[config.mk]
export PLATFORM = sky130hd
export DESIGN_NAME = rgb_pair_to_ycbcr420_line_double_core
export DESIGN_NICKNAME = d
export VERILOG_FILES = /design/src/hdl/rgbycc_pkg.sv /design/src/hdl/rgbycc_position.sv /design/src/hdl/rgbycc_convert.sv /design/src/hdl/rgb_pair_to_ycbcr420_line_double_core.sv
export SDC_FILE = /design/constraint.sdc
export NUM_CORES = 1
export LEC_CHECK = 0
export BUFFER_PORTS_ARGS = -buffer_cell sky130_fd_sc_hd__clkbuf_2
export CAP_MARGIN = 20
export CORE_MARGIN = 8
export CORE_UTILIZATION = 45
export CTS_BUF_LIST = sky130_fd_sc_hd__clkbuf_4 sky130_fd_sc_hd__clkbuf_8
export CTS_CLUSTER_DIAMETER = 150
export CTS_CLUSTER_SIZE = 25
export DETAILED_ROUTE_END_ITERATION = 7
export RECOVER_POWER = 100
export SYNTH_ARGS = -nofsm -noshare
export SYNTH_HDL_FRONTEND = slang
export SYNTH_HIERARCHICAL = 1
export SYNTH_SLANG_ARGS = --single-unit
[constraint.sdc]
create_clock -name clk -period 11.76 [get_ports clk]
set_input_delay 3.528 -clock clk [delete_from_list [all_inputs] [get_ports clk]]
set_output_delay 3.528 -clock clk [all_outputs]
set_load 0.005 [all_outputs]
[src/hdl/rgbycc_pkg.sv]
// ----------------------------------------------------------------------------
// rgbycc_pkg: shared types and constants
// Transaction payload structs, register indexes, reset values and the
// position flags for the RGB pair to 4:2:0 YCbCr converter.
// ----------------------------------------------------------------------------
package rgbycc_pkg;

  // Configuration register indexes.
  localparam int CFG_INDEX_W = 2;
  localparam logic [CFG_INDEX_W-1:0] REG_FRAME_WIDTH  = 2'd0;
  localparam logic [CFG_INDEX_W-1:0] REG_FRAME_HEIGHT = 2'd1;

  // Configuration data width and reset values.
  localparam int CFG_DATA_W = 11;
  localparam logic [CFG_DATA_W-1:0] FRAME_WIDTH_RESET  = 11'd720;
  localparam logic [CFG_DATA_W-1:0] FRAME_HEIGHT_RESET = 11'd576;

  // One input transaction: two RGB24 pixels.
  typedef struct packed {
    logic [7:0] red_left;
    logic [7:0] green_left;
    logic [7:0] blue_left;
    logic [7:0] red_right;
    logic [7:0] green_right;
    logic [7:0] blue_right;
  } pix_pair_t;

  // One output transaction: two lumas, shared chroma and position marks.
  typedef struct packed {
    logic [7:0] luma_left;
    logic [7:0] luma_right;
    logic [7:0] chroma_blue;
    logic [7:0] chroma_red;
    logic       line_end;
    logic       frame_end;
  } ycc_out_t;

  // Position of the current pair within the frame.
  typedef struct packed {
    logic emit;
    logic line_end;
    logic frame_end;
  } pos_flags_t;

endpackage

[src/hdl/rgbycc_position.sv]
// ----------------------------------------------------------------------------
// rgbycc_position: column pair and row counters
// Tracks the raster position of each incoming pair against the configured
// frame size and reports whether the pair is emitted and where it sits.
// ----------------------------------------------------------------------------
module rgbycc_position #(
  parameter int MAX_WIDTH  = 1024,
  parameter int MAX_HEIGHT = 1024
) (
  input  logic                               clk,
  input  logic                               rst,
  input  logic [rgbycc_pkg::CFG_DATA_W-1:0]  frame_width,
  input  logic [rgbycc_pkg::CFG_DATA_W-1:0]  frame_height,
  input  logic                               advance,
  output rgbycc_pkg::pos_flags_t             flags
);

  localparam int PAIRS_MAX = MAX_WIDTH / 2;
  localparam int CW = (PAIRS_MAX > 1) ? $clog2(PAIRS_MAX) : 1;
  localparam int RW = (MAX_HEIGHT > 1) ? $clog2(MAX_HEIGHT) : 1;

  logic [CW-1:0] column_pair_count;
  logic [RW-1:0] row_count;
  logic [CW-1:0] column_pair_count_next;
  logic [RW-1:0] row_count_next;

  logic [9:0]    pairs;
  logic [CW-1:0] last_col;
  logic [RW-1:0] last_row;
  logic [RW-1:0] last_emit_row;
  logic [CW-1:0] col_eff;
  logic [RW-1:0] row_eff;
  logic          at_line_end;

  // Last valid positions from the configured size, clamped to the limits.
  always_comb begin
    pairs = frame_width[10:1];
    if (pairs == 10'd0) begin
      last_col = '0;
    end else if (int'(pairs) > PAIRS_MAX) begin
      last_col = CW'(PAIRS_MAX - 1);
    end else begin
      last_col = CW'(pairs - 10'd1);
    end

    if (frame_height == 11'd0) begin
      last_row = '0;
    end else if (int'(frame_height) > MAX_HEIGHT) begin
      last_row = RW'(MAX_HEIGHT - 1);
    end else begin
      last_row = RW'(frame_height - 11'd1);
    end
    last_emit_row = last_row & ~RW'(1);
  end

  // Counters beyond a newly written size fall back to the last position.
  always_comb begin
    col_eff     = (column_pair_count > last_col) ? last_col : column_pair_count;
    row_eff     = (row_count > last_row) ? last_row : row_count;
    at_line_end = (col_eff == last_col);

    flags.emit      = ~row_eff[0];
    flags.line_end  = at_line_end;
    flags.frame_end = at_line_end && (row_eff == last_emit_row);

    if (at_line_end) begin
      column_pair_count_next = '0;
      row_count_next = (row_eff == last_row) ? '0 : row_eff + RW'(1);
    end else begin
      column_pair_count_next = col_eff + CW'(1);
      row_count_next = row_eff;
    end
  end

  // Counters step once per accepted transaction.
  always_ff @(posedge clk) begin
    if (rst) begin
      column_pair_count <= '0;
      row_count         <= '0;
    end else if (advance) begin
      column_pair_count <= column_pair_count_next;
      row_count         <= row_count_next;
    end
  end

endmodule

[src/hdl/rgbycc_convert.sv]
// ----------------------------------------------------------------------------
// rgbycc_convert: BT.601 color conversion
// Computes two lumas and one pair of chroma values from an RGB pixel pair
// with 8-bit fixed-point constant multiplies.
// ----------------------------------------------------------------------------
module rgbycc_convert (
  input  rgbycc_pkg::pix_pair_t pix,
  output logic [7:0]            luma_left,
  output logic [7:0]            luma_right,
  output logic [7:0]            chroma_blue,
  output logic [7:0]            chroma_red
);

  // Luma with rounding: (77 r + 150 g + 29 b + 128) >> 8.
  function automatic logic [7:0] luma_of(input logic [7:0] r, input logic [7:0] g,
                                         input logic [7:0] b);
    logic [15:0] acc;
    acc = 16'd77 * {8'd0, r} + 16'd150 * {8'd0, g} + 16'd29 * {8'd0, b} + 16'd128;
    return acc[15:8];
  endfunction

  // Floor shift by 9, add the 128 offset and clamp to a byte.
  function automatic logic [7:0] chroma_of(input logic signed [18:0] weighted);
    logic signed [18:0] q;
    q = (weighted >>> 9) + 19'sd128;
    if (q > 19'sd255) begin
      return 8'd255;
    end else if (q < 19'sd0) begin
      return 8'd0;
    end else begin
      return q[7:0];
    end
  endfunction

  logic signed [18:0] rs;
  logic signed [18:0] gs;
  logic signed [18:0] bs;
  logic signed [18:0] cb_weighted;
  logic signed [18:0] cr_weighted;

  // Chroma works on the summed pair, rounding constant included.
  always_comb begin
    rs = $signed({10'd0, {1'b0, pix.red_left}   + {1'b0, pix.red_right}});
    gs = $signed({10'd0, {1'b0, pix.green_left} + {1'b0, pix.green_right}});
    bs = $signed({10'd0, {1'b0, pix.blue_left}  + {1'b0, pix.blue_right}});
    cb_weighted = 19'sd128 * bs - 19'sd43 * rs - 19'sd85 * gs + 19'sd511;
    cr_weighted = 19'sd128 * rs - 19'sd107 * gs - 19'sd21 * bs + 19'sd511;
  end

  assign luma_left   = luma_of(pix.red_left, pix.green_left, pix.blue_left);
  assign luma_right  = luma_of(pix.red_right, pix.green_right, pix.blue_right);
  assign chroma_blue = chroma_of(cb_weighted);
  assign chroma_red  = chroma_of(cr_weighted);

endmodule

[src/hdl/rgb_pair_to_ycbcr420_line_double_core.sv]
// ----------------------------------------------------------------------------
// rgb_pair_to_ycbcr420_line_double_core: RGB pair to 4:2:0 YCbCr converter
// Converts raster-order RGB24 pixel pairs to BT.601 YCbCr with line-doubling
// deinterlace and end-of-line and end-of-frame marks.
// ----------------------------------------------------------------------------
// The block accepts one pixel pair per clock while the input register can
// take it. On acceptance the pair goes into the input register together with
// its position, taken from the column and row counters. When the result
// register is free, it loads the output of the conversion logic between the
// input register and the result register. Pairs on odd rows are
// consumed without a result; every even-row pair gives one result carrying
// both lumas and the pair's Cb and Cr. A stalled result holds in the output
// register while an empty input register still takes a new pair. Frame size is
// written through the configuration channel, which is always ready, and
// should be changed only while no transaction is in flight.
module rgb_pair_to_ycbcr420_line_double_core #(
  parameter int MAX_WIDTH  = 1024,
  parameter int MAX_HEIGHT = 1024
) (
  input  logic                                clk,
  input  logic                                rst,
  input  logic                                in_valid,
  output logic                                in_ready,
  input  rgbycc_pkg::pix_pair_t               in_data,
  output logic                                out_valid,
  input  logic                                out_ready,
  output rgbycc_pkg::ycc_out_t                out_data,
  input  logic                                cfg_valid,
  output logic                                cfg_ready,
  input  logic [rgbycc_pkg::CFG_INDEX_W-1:0]  cfg_index,
  input  logic [rgbycc_pkg::CFG_DATA_W-1:0]   cfg_data
);

  logic [rgbycc_pkg::CFG_DATA_W-1:0] frame_width;
  logic [rgbycc_pkg::CFG_DATA_W-1:0] frame_height;

  rgbycc_pkg::pos_flags_t  flags;
  rgbycc_pkg::pix_pair_t   stage_pix;
  logic                    stage_valid;
  logic                    stage_line_end;
  logic                    stage_frame_end;
  logic                    in_accept;
  logic                    out_free;
  logic                    stage_move;
  logic [7:0]              luma_left;
  logic [7:0]              luma_right;
  logic [7:0]              chroma_blue;
  logic [7:0]              chroma_red;

  // Configuration registers.
  assign cfg_ready = 1'b1;

  always_ff @(posedge clk) begin
    if (rst) begin
      frame_width  <= rgbycc_pkg::FRAME_WIDTH_RESET;
      frame_height <= rgbycc_pkg::FRAME_HEIGHT_RESET;
    end else if (cfg_valid && cfg_ready) begin
      case (cfg_index)
        rgbycc_pkg::REG_FRAME_WIDTH:  frame_width  <= cfg_data;
        rgbycc_pkg::REG_FRAME_HEIGHT: frame_height <= cfg_data;
        default: ;
      endcase
    end
  end

  // Handshake: the input register moves on when the output register is free.
  assign out_free   = !out_valid || out_ready;
  assign stage_move = stage_valid && out_free;
  assign in_ready   = !stage_valid || out_free;
  assign in_accept  = in_valid && in_ready;

  rgbycc_position #(
    .MAX_WIDTH  (MAX_WIDTH),
    .MAX_HEIGHT (MAX_HEIGHT)
  ) u_position (
    .clk          (clk),
    .rst          (rst),
    .frame_width  (frame_width),
    .frame_height (frame_height),
    .advance      (in_accept),
    .flags        (flags)
  );

  // Input register: only pairs that produce a result are held.
  always_ff @(posedge clk) begin
    if (rst) begin
      stage_valid <= 1'b0;
    end else if (in_accept) begin
      stage_valid <= flags.emit;
    end else if (stage_move) begin
      stage_valid <= 1'b0;
    end
  end

  always_ff @(posedge clk) begin
    if (in_accept) begin
      stage_pix       <= in_data;
      stage_line_end  <= flags.line_end;
      stage_frame_end <= flags.frame_end;
    end
  end

  rgbycc_convert u_convert (
    .pix         (stage_pix),
    .luma_left   (luma_left),
    .luma_right  (luma_right),
    .chroma_blue (chroma_blue),
    .chroma_red  (chroma_red)
  );

  // Result register.
  always_ff @(posedge clk) begin
    if (rst) begin
      out_valid <= 1'b0;
    end else if (stage_move) begin
      out_valid <= 1'b1;
    end else if (out_ready) begin
      out_valid <= 1'b0;
    end
  end

  always_ff @(posedge clk) begin
    if (stage_move) begin
      out_data.luma_left   <= luma_left;
      out_data.luma_right  <= luma_right;
      out_data.chroma_blue <= chroma_blue;
      out_data.chroma_red  <= chroma_red;
      out_data.line_end    <= stage_line_end;
      out_data.frame_end   <= stage_frame_end;
    end
  end

`ifndef SYNTHESIS
  // A frame always ends on the last pair of a line.
  assert property (@(posedge clk) disable iff (rst)
    out_valid |-> (!out_data.frame_end || out_data.line_end))
    else $error("frame_end without line_end");

  // An empty input register never blocks the input.
  assert property (@(posedge clk) disable iff (rst)
    !stage_valid |-> in_ready)
    else $error("input stalled with empty input register");

  // A pair leaving the input register shows up as a result.
  assert property (@(posedge clk) disable iff (rst)
    stage_move |=> out_valid)
    else $error("result lost between input and result registers");

  // A held result is not overwritten.
  assert property (@(posedge clk) disable iff (rst)
    (out_valid && !out_ready) |=> $stable(out_data))
    else $error("stalled result changed");
`endif

endmodule
# After elaboration in Yosys (flattened, before gate mapping)
# Cells that the tools add are included.
[op_classes]
add_sub_neg = 21
n_mul = 10
div_mod_pow = 0
n_lt_le_gt_ge = 8
eq_ne = 4
n_shift = 0
muxes = 15
bitwise = 1
n_reduce_logical = 14
[op_table]
columns = ["op", "n"]
rows = [
  ["multiplier 7 x 8 -> 15 bit (first input constant)", 4],
  ["2-to-1 mux 10 bit", 5],
  ["adder 19 x 10 -> 19 bit (second input constant)", 2],
  ["greater-than comparator 19 x 9 -> 1 bit (second input constant)", 2],
  ["< comparator 19 x 1 -> 1 bit (second input constant)", 2],
  ["subtractor 17 x 19 -> 19 bit", 2],
  ["subtractor 19 bit", 2],
  ["2-to-1 mux 9 bit", 4],
  ["adder 15 x 16 -> 16 bit", 2],
  ["adder 16 x 13 -> 16 bit", 2],
  ["adder 16 x 8 -> 16 bit (second input constant)", 2],
  ["multiplier 7 x 9 -> 16 bit (first input constant)", 2],
  ["adder 8 x 8 -> 9 bit", 3],
  ["multiplier 5 x 8 -> 13 bit (first input constant)", 2],
  ["adder 10 x 9 -> 11 bit (second input constant)", 2],
  ["== test 10 bit", 2],
  ["2-to-1 mux 8 bit", 2],
  ["multiplier 6 x 9 -> 15 bit (first input constant)", 1],
  ["multiplier 5 x 9 -> 14 bit (first input constant)", 1],
  ["greater-than comparator 11 bit (second input constant)", 1],
  ["zero test 11 bit", 1],
  ["adder 10 x 1 -> 10 bit (second input constant)", 1],
  ["greater-than comparator 10 bit", 1],
  ["greater-than comparator 10 bit (second input constant)", 1],
  ["other kinds (15)", 24],
]
[word_totals]
ff_bits = 127
latchBits = 0
mem_bits_rw = 0
romBits = 0
input_bits = 66
out_inout_bits = 37
mem_count = 0

# Depth between registers and ports, before layout
# Gate-level depths: netlist of the first run.
[logic_depth]
word_depth = 8
depth_mapped = 36
ltp_nobuf = 36

# Hierarchy
# The synthesis of the first run kept the hierarchy.
[by_module_without_submodules]
columns = ["module", "n_inst", "cells_per_inst", "area_each_um2"]
rows = [
  ["rgbycc_convert", 1, 1602, 14054.7],
  ["rgb_pair_to_ycbcr420_line_double_core", 1, 185, 3543.4],
  ["rgbycc_position", 1, 410, 2915.3],
]

# Worst setup path before layout of the first run
# Ideal clock, no wire load.
[synth_path]
path_type = "reg2reg"
from = "register stage_pix[16] (netlist name)"
to = "register out_data[17] (netlist name) (data pin)"
setup_ns = 0.152
arrival_time_ns = 8.092
required_ns = 11.608
slack_ns = 3.516
path_stages_with_launch = 35
n_path_buf = 0
period_less_slack_ns = 8.244
path_cell_list = "edfxtp_1 -> ha_1 -> fa_1 -> a21o_1 -> a21oi_1 -> nor2b_1 -> o21ai_0 -> and2_1 -> o21bai_1 -> a21oi_1 -> inv_1 -> ha_1 -> fa_1 -> inv_1 -> fa_1 -> inv_1 -> ha_1 -> a21oi_1 -> o21bai_1 -> a21oi_1 -> nor3_1 -> a311oi_1 -> fa_1 -> ha_1 -> ha_1 -> and3_1 -> a211o_1 -> a21o_1 -> xor2_1 -> inv_1 -> ha_1 -> nand3_1 -> or3_1 -> or4_1 -> a31oi_1"
[synth_between]
elab_chain_cells = 8
[synth_lines]
columns = ["element", "line_no", "source"]
rows = [
  ["start: declaration", "rgb_pair_to_ycbcr420_line_double_core.sv:38", "rgbycc_pkg::pix_pair_t stage_pix;"],
  ["start signal: assignment", "rgb_pair_to_ycbcr420_line_double_core.sv:97", "stage_pix <= in_data;"],
  ["adder 8 x 8 -> 9 bit (*)", "rgbycc_convert.sv:43", "rs = $signed({10'd0, {1'b0, pix.red_left} + {1'b0, pix.red_right}});"],
  ["multiplier 6 x 9 -> 15 bit (*)", "rgbycc_convert.sv:46", "cb_weighted = 19'sd128 * bs - 19'sd43 * rs - 19'sd85 * gs + 19'sd511;"],
  ["subtractor 17 x 19 -> 19 bit (*)", "rgbycc_convert.sv:46", ""],
  ["subtractor 19 bit (*)", "rgbycc_convert.sv:46", ""],
  ["adder 19 x 10 -> 19 bit (*)", "rgbycc_convert.sv:46", ""],
  ["adder 10 x 9 -> 11 bit (*)", "rgbycc_convert.sv:25", "q = (weighted >>> 9) + 19'sd128;"],
  ["< comparator 19 x 1 -> 1 bit", "rgbycc_convert.sv:28", "end else if (q < 19'sd0) begin"],
  ["2-to-1 mux 8 bit", "rgbycc_convert.sv:28", ""],
  ["end: declaration", "rgb_pair_to_ycbcr420_line_double_core.sv:27", "output rgbycc_pkg::ycc_out_t out_data,"],
]
# Every way passes the cells marked *; elsewhere a longest branch is shown, timed or not.
# A chain may end at the register's enable or synchronous reset.

# Worst setup path after layout of the first run
[layout_path]
from = "register stage_pix[9] (netlist name)"
to = "register out_data[9] (netlist name) (data pin)"
[layout_between]
elab_chain_cells = 8
[layout_lines]
columns = ["element", "line_no", "source"]
rows = [
  ["adder 8 x 8 -> 9 bit (*)", "rgbycc_convert.sv:44", "gs = $signed({10'd0, {1'b0, pix.green_left} + {1'b0, pix.green_right}});"],
  ["multiplier 7 x 9 -> 16 bit (*)", "rgbycc_convert.sv:47", "cr_weighted = 19'sd128 * rs - 19'sd107 * gs - 19'sd21 * bs + 19'sd511;"],
  ["subtractor 17 x 19 -> 19 bit (*)", "rgbycc_convert.sv:47", ""],
  ["subtractor 19 bit (*)", "rgbycc_convert.sv:47", ""],
  ["adder 19 x 10 -> 19 bit (*)", "rgbycc_convert.sv:47", ""],
  ["adder 10 x 9 -> 11 bit (*)", "rgbycc_convert.sv:25", ""],
  ["< comparator 19 x 1 -> 1 bit", "rgbycc_convert.sv:28", ""],
  ["2-to-1 mux 8 bit", "rgbycc_convert.sv:28", ""],
]
# Marked as above.

==> results of run 1 <==
## per-stage QoR
stage | hold slack (ns) | instance area (um2) | instances | setup WS, ns
finish | 0.439 | 21900 | 2901 | 2.58
global route | 0.468 | 21900 | 2901 | 2.03
CTS | 0.445 | 22000 | 2901 | 2.60
detailed placement | 0.408 | 21600 | 2869 | 2.63
global placement | 0.407 | 21600 | 2869 | 2.95
floorplan | 0.400 | 20500 | 2194 | 3.52
## layout make-up
class / count / area share
clock inverters: 15 / 0.00679
repair buffers: 104 / 0.0212
multi-input cells: 1581 / 0.695
inverters: 458 / 0.0784
well taps: 600 / 0.0342
flip-flops and latches: 126 / 0.153
clock buffers: 17 / 0.0107
## worst min-delay path by stage
stage                     from     endpoint  slack, ns  depth (start not counted)
2_1_floorplan  stage_frame_end  out_data[0]       0.40                          0
3_3_place_gp   stage_frame_end  out_data[0]       0.41                          0
3_5_place_dp    stage_line_end  out_data[1]       0.41                          0
4_1_cts        stage_frame_end  out_data[0]       0.45                          0
5_1_grt         stage_line_end  out_data[1]       0.47                          0
6_report       stage_frame_end  out_data[0]       0.44                          0
## sequential cells by signal, indices dropped and copies added (netlist names), 9 cells and up
signal,cells
frame_width,10
u_position/column_pair_count,9
stage_pix,48
out_data,34
frame_height,11
u_position/row_count,10
## routing by layer
layer	GRT usage	vias to the layer above	routed length [um]
li1	-	7622	-
met1	0.228	7286	21500
met2	0.318	276	23300
met3	0.0407	76	2110
met4	0.0673	2	1430
met5	0	-	13
## worst reg2reg max path, delay by kind of cell, from the launching register on
kind,cells,cell delay [ns]
buffers and inverters,5,0.55
DFF,1,0.55
AOI/OAI and AO/OA,13,2.81
adders and majority gates,9,3.53
xor gates and xnor gates,3,0.96
and+or+nand+nor,2,0.51
==> impl_metrics.py, run 1 <==
metrics = {
    "routing": {
        "initialDrtViolationCount": 586,
        "detail_route.wl_per_cell_um": 16.7,
        "vias": 15300,
        "ant_nets": 0,
        "dr.pass1.iters": 6,
        "via_per_inst": 5.26,
        "drc": 0,
        "wirelength_um": 48400,
    },
    "setup_path": {
        "cp_num_buf_inv": 5,
        "worstRegToRegCells": 32,
        "path_common_cell": "ha_1",
        "crit_required_ns": 12.03,
        "r2r-start": "stage_pix[9]",
        "slowest_delay_ns": 0.57,
        "reg2reg_to": "out_data[9]",
        "cp.arrival_ns": 9.45,
        "cp_num_cells": 32,
        "start_kind": "flip-flop",
        "cp-end-kind": "flip-flop",
        "critPathKind": "flip-flop to flip-flop",
        "critPathLaunch": "stage_pix[9]",
        "worstSetupEndpoint": "out_data[9]",
        "cp_top_family": "adder cells",
        "crit_slowest_cell": "xor2_1",
        "r2r_setup_slack_ns": 2.58,
        "path_max_fanout": 8,
    },
    "timing": {
        "period_needed_ns": 9.18,
        "setup_tns_ns": 0,
        "relSlewSlack": -0.954,
        "slew_violations": 157,
        "hold_viol": 0,
        "fmax_mhz": 109,
        "finalCritPeriodShare": 0.781,
        "rsz0062_at_grt": "false",
        "setup_viol": 0,
        "tightest_slew_ns": 2.93,
        "fin_skew_ns": 0.0215,
    },
    "floorplanning": {
        "dieArea_mm2": 0.0526,
        "start_util": 0.453,
        "die_y_um": 229,
        "core_area_mm2": 0.0452,
        "die_x_um": 229,
        "io_pins": 103,
        "row_count": 78,
    },
    "outcome": {
        "status": "finished with violations",
        "violations": "capacitance limit, slew limit",
    },
    "finish": {
        "nets": 2971,
        "multi_input_area_mm2": 0.0153,
        "nFillCells": 4294,
        "final_cell_mix": "458 x inv_1, 446 x ha_1, 171 x fa_1",
        "seqCellArea_mm2": 0.00336,
        "area_growth_pct": 7.11,
        "fin_util": 0.485,
        "antenna_cells": 0,
        "drive_gt1_frac": 0.0600,
        "mostFrequentLayoutCell": "inv_1",
    },
    "logic_synthesis": {
        "yosys_warnings": 6,
        "syn_area_mm2": 0.0205,
        "syn-instance-count": 2194,
        "synth_area_per_cell_um2": 9.33,
        "synth_nets": 2877,
    },
    "global_route": {
        "grt-ovfl-total": 0,
        "grt_pass1_vias": 15800,
        "antenna_found_initial": 3,
        "globalRouteTotalUtil": 0.186,
        "grt_pass1_wl_um": 78600,
        "grt_max_degree": 55,
    },
    "placement": {
        "gp_congestion": 0.907,
        "dp_hpwl_um": 41600,
        "port_buffers": 101,
    },
    "clocking": {
        "cts_tree": "built",
        "post_cts_buffers": 0,
        "h-tree-depth": 4,
        "path_clk_slew_ns": 0.09,
        "cts.sinks": 126,
        "clk_latency_ns": 0.55,
        "post_cts_resize_count": 0,
        "ctsHoldBuffers": 0,
        "cts_buffers": 17,
        "root_buffer": "clkbuf_8",
        "clock_path_buffers": 2,
    },
    "min_path": {
        "hold_class": "flip-flop to flip-flop",
    },
    "run": {
        "drv_cap": 4,
    },
}
Power of run 1 is left out: the tool's default activity adds up to more than one toggle a clock period on the data nets, which glitch-free logic cannot reach.
==> run 2, diff against run 1 <==
==> constraint.sdc (replaced) <==
create_clock -name clk -period 9.4 [get_ports clk]
set_input_delay 2.82 -clock clk [delete_from_list [all_inputs] [get_ports clk]]
set_output_delay 2.82 -clock clk [all_outputs]
set_load 0.005 [all_outputs]
==> impl_metrics.py, run 2 (same netlist as run 1, synthesis figures left out) <==
metrics = {
    "finish": {
        "antenna_cells": 0,
        "drive_gt1_frac": 0.0633,
        "reg_top3": "stage_pix x48, out_data x34, frame_height x11",
        "top_register": "stage_pix",
        "nets": 2977,
        "mostFrequentLayoutCell": "inv_1",
        "final_cell_mix": "458 x inv_1, 446 x ha_1, 171 x fa_1",
        "fin_util": 0.487,
        "seqCellArea_mm2": 0.00336,
        "area_growth_pct": 7.50,
        "largest_register_ffs": 48,
        "nFillCells": 4372,
        "multi_input_area_mm2": 0.0153,
    },
    "timing": {
        "period_needed_ns": 8.87,
        "setup_tns_ns": 0,
        "tightest_slew_ns": 3.01,
        "fin_skew_ns": 0.0154,
        "hold_viol": 0,
        "relSlewSlack": -1.01,
        "slew_violations": 157,
        "finalCritPeriodShare": 0.943,
        "rsz0062_at_grt": "false",
        "fmax_mhz": 113,
        "setup_viol": 0,
        "hold_slack_ns": 0.438,
    },
    "global_route": {
        "antenna_found_initial": 0,
        "globalRouteTotalUtil": 0.189,
        "grt_pass1_vias": 16000,
        "grt-ovfl-total": 0,
        "grt_pass1_wl_um": 79900,
        "grt_max_degree": 55,
    },
    "setup_path": {
        "crit_slowest_cell": "edfxtp_1",
        "crit_required_ns": 9.77,
        "start_kind": "flip-flop",
        "critPathKind": "flip-flop to flip-flop",
        "path_common_cell": "ha_1",
        "cp.arrival_ns": 9.23,
        "slowest_delay_ns": 0.54,
        "path_max_fanout": 7,
        "cp-end-kind": "flip-flop",
    },
    "clocking": {
        "post_cts_buffers": 0,
        "path_clk_slew_ns": 0.09,
        "root_buffer": "clkbuf_8",
        "cts_buffers": 17,
        "cts_tree": "built",
        "cts.sinks": 126,
        "h-tree-depth": 4,
        "clock_path_buffers": 2,
        "clk_latency_ns": 0.54,
    },
    "routing": {
        "ant_nets": 0,
        "drc": 0,
        "via_per_inst": 5.28,
        "dr.pass1.iters": 5,
        "detail_route.wl_per_cell_um": 16.7,
        "wirelength_um": 48700,
        "initialDrtViolationCount": 636,
        "vias": 15400,
    },
    "outcome": {
        "status": "finished with violations",
        "violations": "capacitance limit, slew limit",
    },
    "floorplanning": {
        "die_y_um": 229,
        "dieArea_mm2": 0.0526,
        "io_pins": 103,
        "row_count": 78,
        "start_util": 0.453,
        "die_x_um": 229,
        "core_area_mm2": 0.0452,
    },
    "placement": {
        "dp_hpwl_um": 41400,
        "gp_congestion": 0.892,
        "port_buffers": 101,
    },
    "run": {
        "drv_cap": 4,
    },
    "min_path": {
        "hold_class": "flip-flop to flip-flop",
    },
}
run 2: path summary, 6_finish.rpt:
path                                endpoint  slack (ns)  cells past startpoint      startpoint
worst min register to register   out_data[1]        0.44                      0  stage_line_end
worst max register to register  out_data[17]        0.53                     35    stage_pix[8]
worst min-delay path             out_data[1]        0.44                      0  stage_line_end
worst max-delay path            out_data[17]        0.53                     35    stage_pix[8]
run 2: critical path: cells and delay by family (launching register included):
family	cells	cell delay, ns
AO/OA/AOI/OAI	10	1.98
AND/OR/NAND/NOR	7	1.84
XOR/XNOR	2	0.28
buffers and inverters	5	0.46
adder cells (fa/ha/maj)	11	3.60
flip-flops	1	0.54
run 2: final cells by class:
cell class,instances,area share
Clock buffer,17,0.0106
Timing Repair Buffer,110,0.0228
Tap cell,600,0.0341
Inverter,458,0.0781
Sequential cell,126,0.153
Clock inverter,15,0.00790
Multi-Input combinational cell,1581,0.694
run 2: per-layer routing:
metal | global-route usage | vias to the layer above | part of all wire
met5 | 0 | - | 0
met4 | 0.0646 | 0 | 0.025
met3 | 0.0358 | 69 | 0.041
met2 | 0.322 | 300 | 0.48
met1 | 0.237 | 7359 | 0.45
li1 | - | 7630 | -
run 2: through the flow:
| stage | instances | instance area (um2) | setup WS [ns] |
|---|---|---|---|
| 2_1_floorplan | 2194 | 20500 | 1.16 |
| 3_3_place_gp | 2875 | 21700 | 0.577 |
| 4_1_cts | 2907 | 22100 | 0.201 |
| 6_report | 2907 | 22000 | 0.535 |
| 3_5_place_dp | 2875 | 21700 | 0.265 |
| 5_1_grt | 2907 | 22000 | 0.0507 |
run 2: repair_timing:
action,4_1_cts,5_1_grt
endpoints found under the hold margin,0,0
hold buffers,0,0
resized for setup,0,8
setup endpoints to repair,0,16
Power of run 2 is left out for the same reason.
==> run 3, diff against run 2 <==
==> constraint.sdc (replaced) <==
create_clock -name clk -period 7.9 [get_ports clk]
set_input_delay 2.37 -clock clk [delete_from_list [all_inputs] [get_ports clk]]
set_output_delay 2.37 -clock clk [all_outputs]
set_load 0.005 [all_outputs]
==> impl_metrics.py, run 3 (same netlist as run 1, synthesis figures left out) <==
metrics = {
    "outcome": {
        "status": "finished with violations",
        "violations": "capacitance limit, slew limit",
    },
    "clocking": {
        "path_clk_slew_ns": 0.08,
        "clock_path_buffers": 2,
        "cts.sinks": 126,
        "clk_latency_ns": 0.52,
        "cts_tree": "built",
        "root_buffer": "clkbuf_8",
        "ctsHoldBuffers": 0,
        "h-tree-depth": 4,
        "cts_buffers": 17,
    },
    "setup_path": {
        "reg2reg_to": "out_data[17]",
        "cp.arrival_ns": 8.04,
        "path_max_fanout": 3,
        "cp-end-kind": "flip-flop",
        "slowest_delay_ns": 0.53,
        "crit_slowest_cell": "fa_1",
        "start_kind": "flip-flop",
        "critPathLaunch": "stage_pix[33]",
        "r2r-start": "stage_pix[33]",
        "crit_required_ns": 8.26,
        "cp_num_buf_inv": 7,
        "r2r_setup_slack_ns": 0.22,
        "cp_num_cells": 35,
        "cp_top_family": "adder cells",
        "worstRegToRegCells": 35,
        "critPathKind": "flip-flop to flip-flop",
    },
    "floorplanning": {
        "core_area_mm2": 0.0452,
        "start_util": 0.453,
        "row_count": 78,
        "die_x_um": 229,
        "dieArea_mm2": 0.0526,
        "die_y_um": 229,
        "io_pins": 103,
    },
    "global_route": {
        "grt_max_degree": 51,
        "grt-ovfl-total": 0,
        "grt_pass1_vias": 16300,
        "grt_pass1_wl_um": 81000,
        "globalRouteTotalUtil": 0.190,
        "antenna_found_initial": 2,
    },
    "finish": {
        "largest_register_ffs": 48,
        "final_cell_mix": "450 x inv_1, 416 x ha_1, 168 x fa_1",
        "top_register": "stage_pix",
        "nets": 3090,
        "antenna_cells": 0,
        "fin_util": 0.522,
        "area_growth_pct": 15.2,
        "nFillCells": 4139,
        "multi_input_area_mm2": 0.0160,
        "seqCellArea_mm2": 0.00336,
        "mostFrequentLayoutCell": "inv_1",
        "drive_gt1_frac": 0.156,
        "reg_top3": "stage_pix x48, out_data x34, frame_height x11",
    },
    "timing": {
        "relSlewSlack": -0.908,
        "period_needed_ns": 7.68,
        "finalCritPeriodShare": 0.972,
        "setup_viol": 0,
        "tightest_slew_ns": 2.86,
        "fin_skew_ns": 0.0189,
        "fmax_mhz": 130,
        "slew_violations": 173,
        "rsz0062_at_grt": "true",
        "hold_viol": 0,
    },
    "routing": {
        "wirelength_um": 49700,
        "via_per_inst": 5.22,
        "ant_nets": 0,
        "vias": 15800,
        "initialDrtViolationCount": 706,
        "dr.pass1.iters": 5,
        "drc": 0,
        "detail_route.wl_per_cell_um": 16.5,
    },
    "min_path": {
        "hold_end": "out_data[0]",
        "whs_path_depth": 0,
        "hold_class": "flip-flop to flip-flop",
        "hp-start": "stage_frame_end",
    },
    "placement": {
        "gp_congestion": 0.881,
        "port_buffers": 101,
        "dp_hpwl_um": 42600,
    },
    "run": {
        "drv_cap": 5,
    },
}
## run 3: area by class of cell
cell class,instances,share of cell area
timing repair buffer,223,0.0574
clock buffer,23,0.0126
sequential,126,0.143
tap,600,0.0318
clock inverter,9,0.00456
multi-input combinational,1581,0.678
inverter,458,0.0729
## run 3: how the worst max path moves through the flow
stage                   end  slack (ns)
6_report       out_data[17]        0.22
5_1_grt        out_data[17]       -0.11
4_1_cts         out_data[9]      0.0007
3_5_place_dp    out_data[9]       -0.13
3_3_place_gp   out_data[17]      -0.009
2_1_floorplan  out_data[17]       -0.01
## run 3: per-stage QoR
step            TNS, ns  worst slack [ns]  instances  area [um2]  hold slack [ns]
2_1_floorplan   -0.0131           -0.0131       2194       20500            0.400
3_3_place_gp   -0.00857          -0.00857       2977       22500            0.402
3_5_place_dp      -1.00            -0.132       2977       22500            0.405
4_1_cts               0          0.000657       3009       22900            0.451
5_1_grt          -0.246            -0.115       3020       23600            0.451
6_report              0             0.220       3020       23600            0.445
## run 3: layer usage
layer	vias to the layer above	track usage	wire [um]
met5	-	0	16
met4	2	0.0709	1490
met3	68	0.0321	1550
met2	248	0.326	24400
met1	7582	0.238	22300
li1	7864	-	-
## run 3: repair_timing
item                       CTS  global route
setup buffers                0            11
resized for setup           10           110
setup endpoints to repair    9            19
pin swaps                    1            74
Power of run 3 is left out for the same reason.
